`config.mk`:
```
export PLATFORM = sky130hd
export DESIGN_NAME = sorted_port_set_flat
export DESIGN_NICKNAME = d
export VERILOG_FILES = /design/src/rtl/spp_pkg.sv /design/src/rtl/spp_if.sv /design/src/rtl/spp_ctrl.sv /design/src/rtl/spp_dp.sv /design/src/rtl/sorted_port_set.sv /design/src/flat_wrapper.sv
export SDC_FILE = /design/constraint.sdc
export NUM_CORES = 2
export LEC_CHECK = 0
export BUFFER_PORTS_ARGS = -buffer_cell sky130_fd_sc_hd__buf_4
export CAP_MARGIN = 20
export CORE_ASPECT_RATIO = 0.9
export CORE_MARGIN = 8
export CORE_UTILIZATION = 35
export CTS_CLUSTER_SIZE = 20
export DETAILED_ROUTE_END_ITERATION = 8
export HOLD_SLACK_MARGIN = 0.08
export PLACE_DENSITY = 0.6
export SETUP_SLACK_MARGIN = 0.2
export SLEW_MARGIN = 5
export SYNTH_ARGS = -nofsm -noshare
export SYNTH_HDL_FRONTEND = slang
export SYNTH_SLANG_ARGS = --single-unit
```
`constraint.sdc`:
```
create_clock -name clk -period 3 [get_ports clk]
set_input_delay 0.9 -clock clk [delete_from_list [all_inputs] [get_ports clk]]
set_output_delay 0.9 -clock clk [all_outputs]
set_load 0.01 [all_outputs]
```
`src/rtl/spp_pkg.sv`:
```
// spp_pkg: sizes, codes, state encoding and command struct for sorted_port_set
// no dependencies; compiled before the interfaces and every module
package spp_pkg;

    localparam int CAPACITY  = 32;
    localparam int KEY_W     = 16;
    localparam int CNT_W     = $clog2(CAPACITY + 1);
    localparam int IDX_W     = $clog2(CAPACITY);
    localparam int OUT_CNT_W = 6;

    typedef logic [KEY_W-1:0] key_t;
    typedef logic [CNT_W-1:0] cnt_t;

    typedef enum logic {
        FUNC_INSERT = 1'b0,
        FUNC_REMOVE = 1'b1
    } func_t;

    typedef enum logic [1:0] {
        S_IDLE,
        S_CMP,
        S_UPD
    } state_t;

    // controller to datapath
    typedef struct packed {
        logic capture;
        logic compare;
        logic commit;
    } spp_cmd_t;

endpackage

```
`src/rtl/spp_if.sv`:
```
// spp_op_if and spp_res_if: valid/ready channels of sorted_port_set
// depends on spp_pkg for the field widths
interface spp_op_if;
    logic                      valid;
    logic                      ready;
    logic                      func;
    logic [spp_pkg::KEY_W-1:0] port_key;

    modport source (output valid, output func, output port_key, input ready);
    modport sink   (input valid, input func, input port_key, output ready);
endinterface

interface spp_res_if;
    logic                          valid;
    logic                          ready;
    logic                          ok;
    logic [spp_pkg::OUT_CNT_W-1:0] entry_count;
    logic [spp_pkg::KEY_W-1:0]     first_port;
    logic [spp_pkg::KEY_W-1:0]     last_port;

    modport source (output valid, output ok, output entry_count, output first_port,
                    output last_port, input ready);
    modport sink   (input valid, input ok, input entry_count, input first_port,
                    input last_port, output ready);
endinterface

```
`src/rtl/spp_ctrl.sv`:
```
// spp_ctrl: sequencer of sorted_port_set (capture, compare, commit) and result valid
// depends on spp_pkg
module spp_ctrl (
    input  logic              clk,
    input  logic              rst_n,
    input  logic              op_valid,
    output logic              op_ready,
    output logic              res_valid,
    input  logic              res_ready,
    output spp_pkg::spp_cmd_t cmd
);
    import spp_pkg::*;

    state_t state_reg;
    state_t state_next;
    logic   res_valid_reg;
    logic   res_valid_next;
    logic   out_free;

    // result register can take a new beat
    assign out_free = !res_valid_reg || res_ready;

    always_comb
    begin
        state_next = state_reg;
        case (state_reg)
            S_IDLE:
            begin
                if (op_valid)
                    state_next = S_CMP;
            end
            S_CMP:
                state_next = S_UPD;
            S_UPD:
            begin
                if (out_free)
                    state_next = op_valid ? S_CMP : S_IDLE;
            end
            default:
                state_next = S_IDLE;
        endcase
    end

    always_comb
    begin
        op_ready    = 1'b0;
        cmd.capture = 1'b0;
        cmd.compare = 1'b0;
        cmd.commit  = 1'b0;
        case (state_reg)
            S_IDLE:
                op_ready = 1'b1;
            S_CMP:
                cmd.compare = 1'b1;
            S_UPD:
            begin
                cmd.commit = out_free;
                op_ready   = out_free;
            end
            default:
                op_ready = 1'b0;
        endcase
        cmd.capture = op_ready && op_valid;
    end

    assign res_valid_next = cmd.commit ? 1'b1 : (res_ready ? 1'b0 : res_valid_reg);
    assign res_valid      = res_valid_reg;

    always_ff @(posedge clk or negedge rst_n)
    begin
        if (!rst_n)
        begin
            state_reg     <= S_IDLE;
            res_valid_reg <= 1'b0;
        end
        else
        begin
            state_reg     <= state_next;
            res_valid_reg <= res_valid_next;
        end
    end

    a_commit_only_in_upd: assert property (@(posedge clk) disable iff (!rst_n)
        cmd.commit |-> state_reg == S_UPD)
        else $error("commit outside update state");

    a_valid_rises_after_commit: assert property (@(posedge clk) disable iff (!rst_n)
        $rose(res_valid_reg) |-> $past(cmd.commit))
        else $error("result valid without a commit");

    a_compare_after_capture: assert property (@(posedge clk) disable iff (!rst_n)
        cmd.capture |=> state_reg == S_CMP && cmd.compare)
        else $error("captured beat not compared next cycle");

    a_no_commit_while_blocked: assert property (@(posedge clk) disable iff (!rst_n)
        res_valid_reg && !res_ready |-> !cmd.commit)
        else $error("commit over an untaken result");

endmodule

```
`src/rtl/spp_dp.sv`:
```
// spp_dp: row of compare-and-shift key cells, held count, low/high keys, ok flag
// depends on spp_pkg; driven by spp_ctrl commands
module spp_dp (
    input  logic                             clk,
    input  logic                             rst_n,
    input  spp_pkg::spp_cmd_t                cmd,
    input  logic                             func,
    input  logic [spp_pkg::KEY_W-1:0]        port_key,
    output logic                             ok,
    output logic [spp_pkg::OUT_CNT_W-1:0]    entry_count,
    output logic [spp_pkg::KEY_W-1:0]        first_port,
    output logic [spp_pkg::KEY_W-1:0]        last_port
);
    import spp_pkg::*;

    key_t                cells_reg [CAPACITY];
    key_t                cells_next [CAPACITY];
    key_t                prev_cell [CAPACITY];
    key_t                succ_cell [CAPACITY];
    cnt_t                count_reg;
    cnt_t                count_next;
    key_t                low_reg;
    key_t                low_next;
    key_t                high_reg;
    key_t                high_next;
    logic                ok_reg;
    logic                ok_next;
    func_t               func_reg;
    key_t                key_reg;
    logic [CAPACITY-1:0] lt_reg;
    logic [CAPACITY-1:0] lt_next;
    logic [CAPACITY-1:0] eq_vec;
    logic                hit_reg;
    key_t                penult_reg;
    logic                full;
    logic                empty;
    logic                ins_ok;
    logic                rem_ok;

    // neighbour taps of each cell
    genvar g;
    generate
        for (g = 0; g < CAPACITY; g++)
        begin : g_tap
            if (g == 0)
            begin : g_first
                assign prev_cell[g] = key_reg;
            end
            else
            begin : g_mid
                assign prev_cell[g] = cells_reg[g-1];
            end
            if (g == CAPACITY - 1)
            begin : g_last
                assign succ_cell[g] = cells_reg[g];
            end
            else
            begin : g_inner
                assign succ_cell[g] = cells_reg[g+1];
            end
            assign lt_next[g] = (cnt_t'(g) < count_reg) && (cells_reg[g] < key_reg);
            assign eq_vec[g]  = (cnt_t'(g) < count_reg) && (cells_reg[g] == key_reg);
        end
    endgenerate

    assign full   = count_reg == cnt_t'(CAPACITY);
    assign empty  = count_reg == '0;
    assign ins_ok = !hit_reg && !full;
    assign rem_ok = hit_reg;

    always_comb
    begin
        cells_next = cells_reg;
        count_next = count_reg;
        low_next   = low_reg;
        high_next  = high_reg;
        ok_next    = ok_reg;
        if (cmd.commit)
        begin
            if (func_reg == FUNC_INSERT)
            begin
                ok_next = ins_ok;
                if (ins_ok)
                begin
                    // cells at or past the slot move up one, the slot takes the key
                    for (int i = 0; i < CAPACITY; i++)
                    begin
                        if (!lt_reg[i])
                            cells_next[i] = (i == 0 || lt_reg[IDX_W'(i) - 1'b1])
                                            ? key_reg : prev_cell[i];
                    end
                    count_next = count_reg + cnt_t'(1);
                    low_next   = (empty || key_reg < low_reg) ? key_reg : low_reg;
                    high_next  = (empty || key_reg > high_reg) ? key_reg : high_reg;
                end
            end
            else
            begin
                ok_next = rem_ok;
                if (rem_ok)
                begin
                    for (int i = 0; i < CAPACITY; i++)
                    begin
                        if (!lt_reg[i])
                            cells_next[i] = succ_cell[i];
                    end
                    count_next = count_reg - cnt_t'(1);
                    // last key gone: low and high stay as they were
                    if (count_reg > cnt_t'(1))
                    begin
                        low_next  = lt_reg[0] ? low_reg : cells_reg[1];
                        high_next = (key_reg == high_reg) ? penult_reg : high_reg;
                    end
                end
            end
        end
    end

    always_ff @(posedge clk)
    begin
        cells_reg <= cells_next;
        if (cmd.capture)
        begin
            func_reg <= func_t'(func);
            key_reg  <= port_key;
        end
        if (cmd.compare)
        begin
            lt_reg     <= lt_next;
            hit_reg    <= |eq_vec;
            penult_reg <= cells_reg[IDX_W'(count_reg - cnt_t'(2))];
        end
    end

    always_ff @(posedge clk or negedge rst_n)
    begin
        if (!rst_n)
        begin
            count_reg <= '0;
            low_reg   <= '0;
            high_reg  <= '0;
            ok_reg    <= 1'b0;
        end
        else
        begin
            count_reg <= count_next;
            low_reg   <= low_next;
            high_reg  <= high_next;
            ok_reg    <= ok_next;
        end
    end

    assign ok          = ok_reg;
    assign entry_count = OUT_CNT_W'(count_reg);
    assign first_port  = low_reg;
    assign last_port   = high_reg;

    a_count_in_range: assert property (@(posedge clk) disable iff (!rst_n)
        count_reg <= cnt_t'(CAPACITY))
        else $error("held count past capacity");

    a_insert_grows: assert property (@(posedge clk) disable iff (!rst_n)
        cmd.commit && func_reg == FUNC_INSERT && ins_ok
        |=> count_reg == $past(count_reg) + cnt_t'(1))
        else $error("accepted insert did not grow the set");

    a_remove_shrinks: assert property (@(posedge clk) disable iff (!rst_n)
        cmd.commit && func_reg == FUNC_REMOVE && rem_ok
        |=> count_reg == $past(count_reg) - cnt_t'(1))
        else $error("accepted remove did not shrink the set");

    a_ends_ordered: assert property (@(posedge clk) disable iff (!rst_n)
        count_reg != '0 |-> cells_reg[0] == low_reg && low_reg <= high_reg)
        else $error("low key out of step with the first cell");

endmodule

```
`src/rtl/sorted_port_set.sv`:
```
// sorted_port_set: ascending set of distinct port keys with insert and remove
// steps: capture at the accepting edge, then compare, then commit; result valid is registered
// a new beat is taken only when idle or in the commit step, after the compare then shift of the cell row
// a result left untaken holds the next beat in the commit step until it goes
// reset (rst_n, async, active low): set empty, low and high keys zero, no result pending
module sorted_port_set (
    input  logic      clk,
    input  logic      rst_n,
    spp_op_if.sink    op,
    spp_res_if.source res
);
    import spp_pkg::*;

    spp_cmd_t cmd;

    spp_ctrl u_ctrl (
        .clk       (clk),
        .rst_n     (rst_n),
        .op_valid  (op.valid),
        .op_ready  (op.ready),
        .res_valid (res.valid),
        .res_ready (res.ready),
        .cmd       (cmd)
    );

    spp_dp u_dp (
        .clk         (clk),
        .rst_n       (rst_n),
        .cmd         (cmd),
        .func        (op.func),
        .port_key    (op.port_key),
        .ok          (res.ok),
        .entry_count (res.entry_count),
        .first_port  (res.first_port),
        .last_port   (res.last_port)
    );

endmodule

```
`src/flat_wrapper.sv`:
```
// flat-port wrapper written by rule: the top's interface ports become plain ports
module sorted_port_set_flat import spp_pkg::*;
  (clk, rst_n, op_valid, op_func, op_port_key, op_ready, res_valid, res_ok, res_entry_count, res_first_port, res_last_port, res_ready);
  spp_op_if op_i ();
  spp_res_if res_i ();
  input  logic clk;
  input  logic rst_n;
  input wire logic [$bits(op_i.valid)-1:0] op_valid;
  input wire logic [$bits(op_i.func)-1:0] op_func;
  input wire logic [$bits(op_i.port_key)-1:0] op_port_key;
  output wire logic [$bits(op_i.ready)-1:0] op_ready;
  output wire logic [$bits(res_i.valid)-1:0] res_valid;
  output wire logic [$bits(res_i.ok)-1:0] res_ok;
  output wire logic [$bits(res_i.entry_count)-1:0] res_entry_count;
  output wire logic [$bits(res_i.first_port)-1:0] res_first_port;
  output wire logic [$bits(res_i.last_port)-1:0] res_last_port;
  input wire logic [$bits(res_i.ready)-1:0] res_ready;
  assign op_i.valid = op_valid;
  assign op_i.func = op_func;
  assign op_i.port_key = op_port_key;
  assign op_ready = op_i.ready;
  assign res_valid = res_i.valid;
  assign res_ok = res_i.ok;
  assign res_entry_count = res_i.entry_count;
  assign res_first_port = res_i.first_port;
  assign res_last_port = res_i.last_port;
  assign res_i.ready = res_ready;
  sorted_port_set u_core (.clk(clk), .rst_n(rst_n), .op(op_i), .res(res_i));
endmodule
```
==> impl_results.html <==
<table>
<tr><th>Metric</th><th>Value</th></tr>
<tr><th colspan="2">Outcome</th></tr>
<tr><td>Run status</td><td>finished, final reports clean</td></tr>
<tr><th colspan="2">STA</th></tr>
<tr><td>Number of hold-slack violations in the final timing report</td><td>0</td></tr>
<tr><td>Worst-margin pin slew</td><td>1190 ps</td></tr>
<tr><td>Post-route fraction of the period consumed by the critical path</td><td>96.7%</td></tr>
<tr><td>Maximum achievable frequency</td><td>345 MHz</td></tr>
<tr><td>Clock skew</td><td>30.4 ps</td></tr>
<tr><td>Final Max Tran Viols</td><td>0</td></tr>
<tr><td>Max transition margin</td><td>20.9%</td></tr>
<tr><td>Setup repair after global routing missed its margin</td><td>yes</td></tr>
<tr><td>Final-report setup violation count</td><td>0</td></tr>
<tr><td>Fin crit period</td><td>2900 ps</td></tr>
<tr><th colspan="2">Worst setup path</th></tr>
<tr><td>Setup crit end kind</td><td>flop</td></tr>
<tr><td>Setup Crit Path Kind</td><td>reg2reg</td></tr>
<tr><td>Maximum fanout count along the critical path</td><td>18</td></tr>
<tr><td>Launching element type of the critical path</td><td>flop</td></tr>
<tr><td>Data required time at the worst endpoint</td><td>3530 ps</td></tr>
<tr><td>Worst endpoint data arrival time</td><td>3430 ps</td></tr>
<tr><th colspan="2">Route</th></tr>
<tr><td>Number of routed nets with antenna violations</td><td>0</td></tr>
<tr><td>Drt initial violations</td><td>4988</td></tr>
<tr><td>Routed length per instance</td><td>30.7 um</td></tr>
<tr><td>First drt pass iteration count</td><td>6</td></tr>
<tr><td>Total number of vias</td><td>37900</td></tr>
<tr><td>Vias per std cell</td><td>6.20</td></tr>
<tr><td>DRC violation count after routing</td><td>0</td></tr>
<tr><td>Wire length after detailed routing</td><td>187 mm</td></tr>
<tr><th colspan="2">Synth</th></tr>
<tr><td>Ys flop type</td><td>sky130_fd_sc_hd__edfxtp_1</td></tr>
<tr><td>Sequential cell area fraction in the yosys report</td><td>40.0%</td></tr>
<tr><td>Synthesized area divided by synthesized cell count</td><td>10.8 sq um</td></tr>
<tr><td>Warnings from Yosys</td><td>0</td></tr>
<tr><td>Synthesis-stage register bit count</td><td>620</td></tr>
<tr><td>Number of nets in the synthesized netlist</td><td>4823</td></tr>
<tr><td>Synth cell types</td><td>60</td></tr>
<tr><td>Number of enable flip-flop cells after synthesis</td><td>578</td></tr>
<tr><td>Total standard cell area after synthesis</td><td>46000 sq um</td></tr>
<tr><td>Most area-hungry cell type in the Yosys netlist</td><td>sky130_fd_sc_hd__edfxtp_1</td></tr>
<tr><td>Area share of the largest cell type after synthesis</td><td>37.7%</td></tr>
<tr><td>Post-Syn Instances</td><td>4252</td></tr>
<tr><td>Leading post-synthesis cells by cell area</td><td>sky130_fd_sc_hd__edfxtp_1 38%, sky130_fd_sc_hd__ha_1 15%, sky130_fd_sc_hd__mux2i_1 11%, sky130_fd_sc_hd__mux4_2 7.8%, sky130_fd_sc_hd__o21ai_0 6.2%</td></tr>
<tr><td>Fraction of synthesis flops using an asynchronous set or reset pin</td><td>6.77%</td></tr>
<tr><th colspan="2">Clocking</th></tr>
<tr><td># hold bufs at CTS</td><td>0</td></tr>
<tr><td>Clock root buffer master</td><td>sky130_fd_sc_hd__clkbuf_16</td></tr>
<tr><td>Total clock sinks</td><td>620</td></tr>
<tr><td>CTS tree</td><td>done</td></tr>
<tr><td>Clock network latency to the later pin of the worst-skew pair</td><td>680 ps</td></tr>
<tr><td>Clock H-tree levels</td><td>3</td></tr>
<tr><td>Clock slew at the register clock pins of the worst setup and hold paths</td><td>60 ps</td></tr>
<tr><td>Clock tree buffer depth</td><td>3</td></tr>
<tr><td>Number of clock buffers inserted by TritonCTS</td><td>76</td></tr>
<tr><th colspan="2">Pwr</th></tr>
<tr><td>PnR Total Power</td><td>35.2 mW</td></tr>
<tr><td>Leak Pwr</td><td>21.1 nW</td></tr>
<tr><td>IR drop worst, VDD</td><td>0.579 mV</td></tr>
<tr><td>PD cells</td><td>673 nW/um^2</td></tr>
<tr><th colspan="2">Placement</th></tr>
<tr><td>Dpl hpwl</td><td>137 mm</td></tr>
<tr><td>Placed instance area</td><td>49700 sq um</td></tr>
<tr><td>Total of buffers placed on input and output ports</td><td>61</td></tr>
<tr><td>Weighted congestion reported at the end of routability-driven placement</td><td>0.988</td></tr>
<tr><th colspan="2">Layout</th></tr>
<tr><td>Most common cell after layout, fill and taps aside</td><td>sky130_fd_sc_hd__nand2_1</td></tr>
<tr><td>Area overhead of the layout relative to synthesis</td><td>13.8%</td></tr>
<tr><td>Most frequent cells in the layout</td><td>603 x sky130_fd_sc_hd__nand2_1, 578 x sky130_fd_sc_hd__edfxtp_1, 567 x sky130_fd_sc_hd__o21ai_0, 547 x sky130_fd_sc_hd__ha_1, 498 x sky130_fd_sc_hd__mux2i_1</td></tr>
<tr><td>Layout cells sized above 1</td><td>14.3%</td></tr>
<tr><td>Final nets</td><td>4883</td></tr>
<tr><td>Final instance area</td><td>52400 sq um</td></tr>
<tr><td>Area occupied by registers</td><td>18400 sq um</td></tr>
<tr><td>Area of the multi-input gates</td><td>26600 sq um</td></tr>
<tr><td>Max reg flops</td><td>512</td></tr>
<tr><td>Fill cell count</td><td>12600</td></tr>
<tr><th colspan="2">Floorplan</th></tr>
<tr><td>Initial standard-cell utilization of the core</td><td>35.2%</td></tr>
<tr><td>Die Width</td><td>398 um</td></tr>
<tr><td>Overall die area</td><td>143000 sq um</td></tr>
<tr><td>Die Y-Extent</td><td>360 um</td></tr>
<tr><td># rows</td><td>126</td></tr>
<tr><td>IO Pins</td><td>62</td></tr>
<tr><td>Core region area</td><td>131000 sq um</td></tr>
<tr><th colspan="2">Global routing</th></tr>
<tr><td>Global-route wire length before repair</td><td>267 mm</td></tr>
<tr><td>Final global-route overflow total</td><td>0</td></tr>
<tr><td>Antenna violations before repair</td><td>8</td></tr>
<tr><td>Global router's overall resource usage</td><td>25.2%</td></tr>
<tr><td>Met1 GRT Util</td><td>34.4%</td></tr>
<tr><td>Busiest metal layer after global routing</td><td>met2</td></tr>
<tr><td>Via count of the first global-routing pass</td><td>36100</td></tr>
<tr><td>Met2 Resource Use GR</td><td>36.5%</td></tr>
<tr><td>Pin count of the biggest net entering global routing</td><td>259</td></tr>
<tr><td>Met3 Resource Use GR</td><td>7.07%</td></tr>
<tr><th colspan="2">Job</th></tr>
<tr><td>Maximum Capacitance Violations</td><td>0</td></tr>
<tr><th colspan="2">Min path</th></tr>
<tr><td>Class of the most critical hold timing path</td><td>in2async</td></tr>
</table>
[logic make-up (layout without fill, tap and decap cells)]
| logic type | after synthesis | in the layout | share of synthesized area (%) |
|---|---|---|---|
| AND/OR/NAND/NOR | 1040 | 1040 | 10.1 |
| AO/OA/AOI/OAI | 963 | 963 | 11.8 |
| multiplexers | 706 | 706 | 19.8 |
| flip-flops | 620 | 620 | 40.0 |
| adder cells (fa/ha/maj) | 550 | 550 | 14.9 |
| buffers and inverters | 365 | 484 | 3.18 |
| XOR/XNOR | 8 | 8 | 0.152 |
| other | 0 | 4 | 0 |
[stage by stage]
stage | instances | hold WS (ps) | TNS (ps) | setup WS (ps) | utilization [%]
2_1_floorplan | 4252 | 512 | -312 | -33.3 | -
3_3_place_gp | 5956 | 505 | -520 | -520 | 38.0
3_5_place_dp | 5957 | 510 | -434 | -434 | 38.0
4_1_cts | 6095 | 237 | 0 | 132 | 39.9
5_1_grt | 6099 | 282 | 0 | 144 | 40.0
6_report | 6103 | 253 | 0 | 99.8 | 40.0
[timing repair]
action                     CTS  global route
hold endpoints to repair     0             0
setup buffers                1             1
setup endpoints to repair   17            36
pin swaps                    3             2
gates resized for setup     13            14
[per-layer routing]
layer | part of all wire, % | vias up
met5 | 0.040 | -
met4 | 5.7 | 10
met3 | 11 | 483
met2 | 42 | 2288
met1 | 41 | 18800
li1 | - | 16300
[power breakdown]
part	switching (mW)	leakage, nW	internal, mW
clock	4.07	1.19	5.38
combinational	7.81	14.1	6.09
sequential	1.38	5.80	10.5
[worst paths after layout]
path                                                 start                    endpoint  slack (ps)  cells after the start
min in group clk                            op_port_key[0]      u_core.u_dp.key_reg[0]         410                      1
worst max-delay path            u_core.u_dp.entry_count[3]         u_core.u_dp.hit_reg         100                      7
worst min register to register    u_core.u_dp.last_port[3]    u_core.u_dp.last_port[3]         530                      1
worst max register to register  u_core.u_dp.entry_count[3]         u_core.u_dp.hit_reg         100                      7
max in group asynchronous                            rst_n  u_core.u_dp.entry_count[1]        2270                      1
worst min-delay path                                 rst_n  u_core.u_ctrl.state_reg[0]         250                      1
[critical path, stage by stage, from the launching register on]
cell and delay (ps):
sky130_fd_sc_hd__dfrtp_1 630, sky130_fd_sc_hd__buf_12 240, sky130_fd_sc_hd__nand2_1 230, sky130_fd_sc_hd__o21ai_0 650, sky130_fd_sc_hd__and4_1 630, sky130_fd_sc_hd__nor4_1 100, sky130_fd_sc_hd__buf_4 170, sky130_fd_sc_hd__nand4_1 80
[cells in the mapped netlist (all sizes together), types with 4 or more instances]
master,n
a221oi,5
nand2b,49
nor4,13
nand4,104
a41oi,4
a21o,85
mux2,48
a21oi,159
inv,86
o21ai,569
nor3,37
a2111oi,4
nand3b,4
nor2,117
a211oi,24
ha,550
clkbuf,221
buf,58
a31oi,21
mux2i,498
o211ai,59
dfrtp,42
nand2,603
o21a,18
xnor2,5
edfxtp,578
nor2b,67
nand3,29
mux4,160
[cell type report]
type	count	share of cell area [%]
Antenna cell	4	0.0191
Clock buffer	88	3.82
Clock inverter	49	0.843
Inverter	86	0.626
Multi-Input combinational cell	3267	50.7
Sequential cell	620	35.1
Tap cell	1728	4.13
Timing Repair Buffer	261	4.69
(Power assumes the default switching activity.)
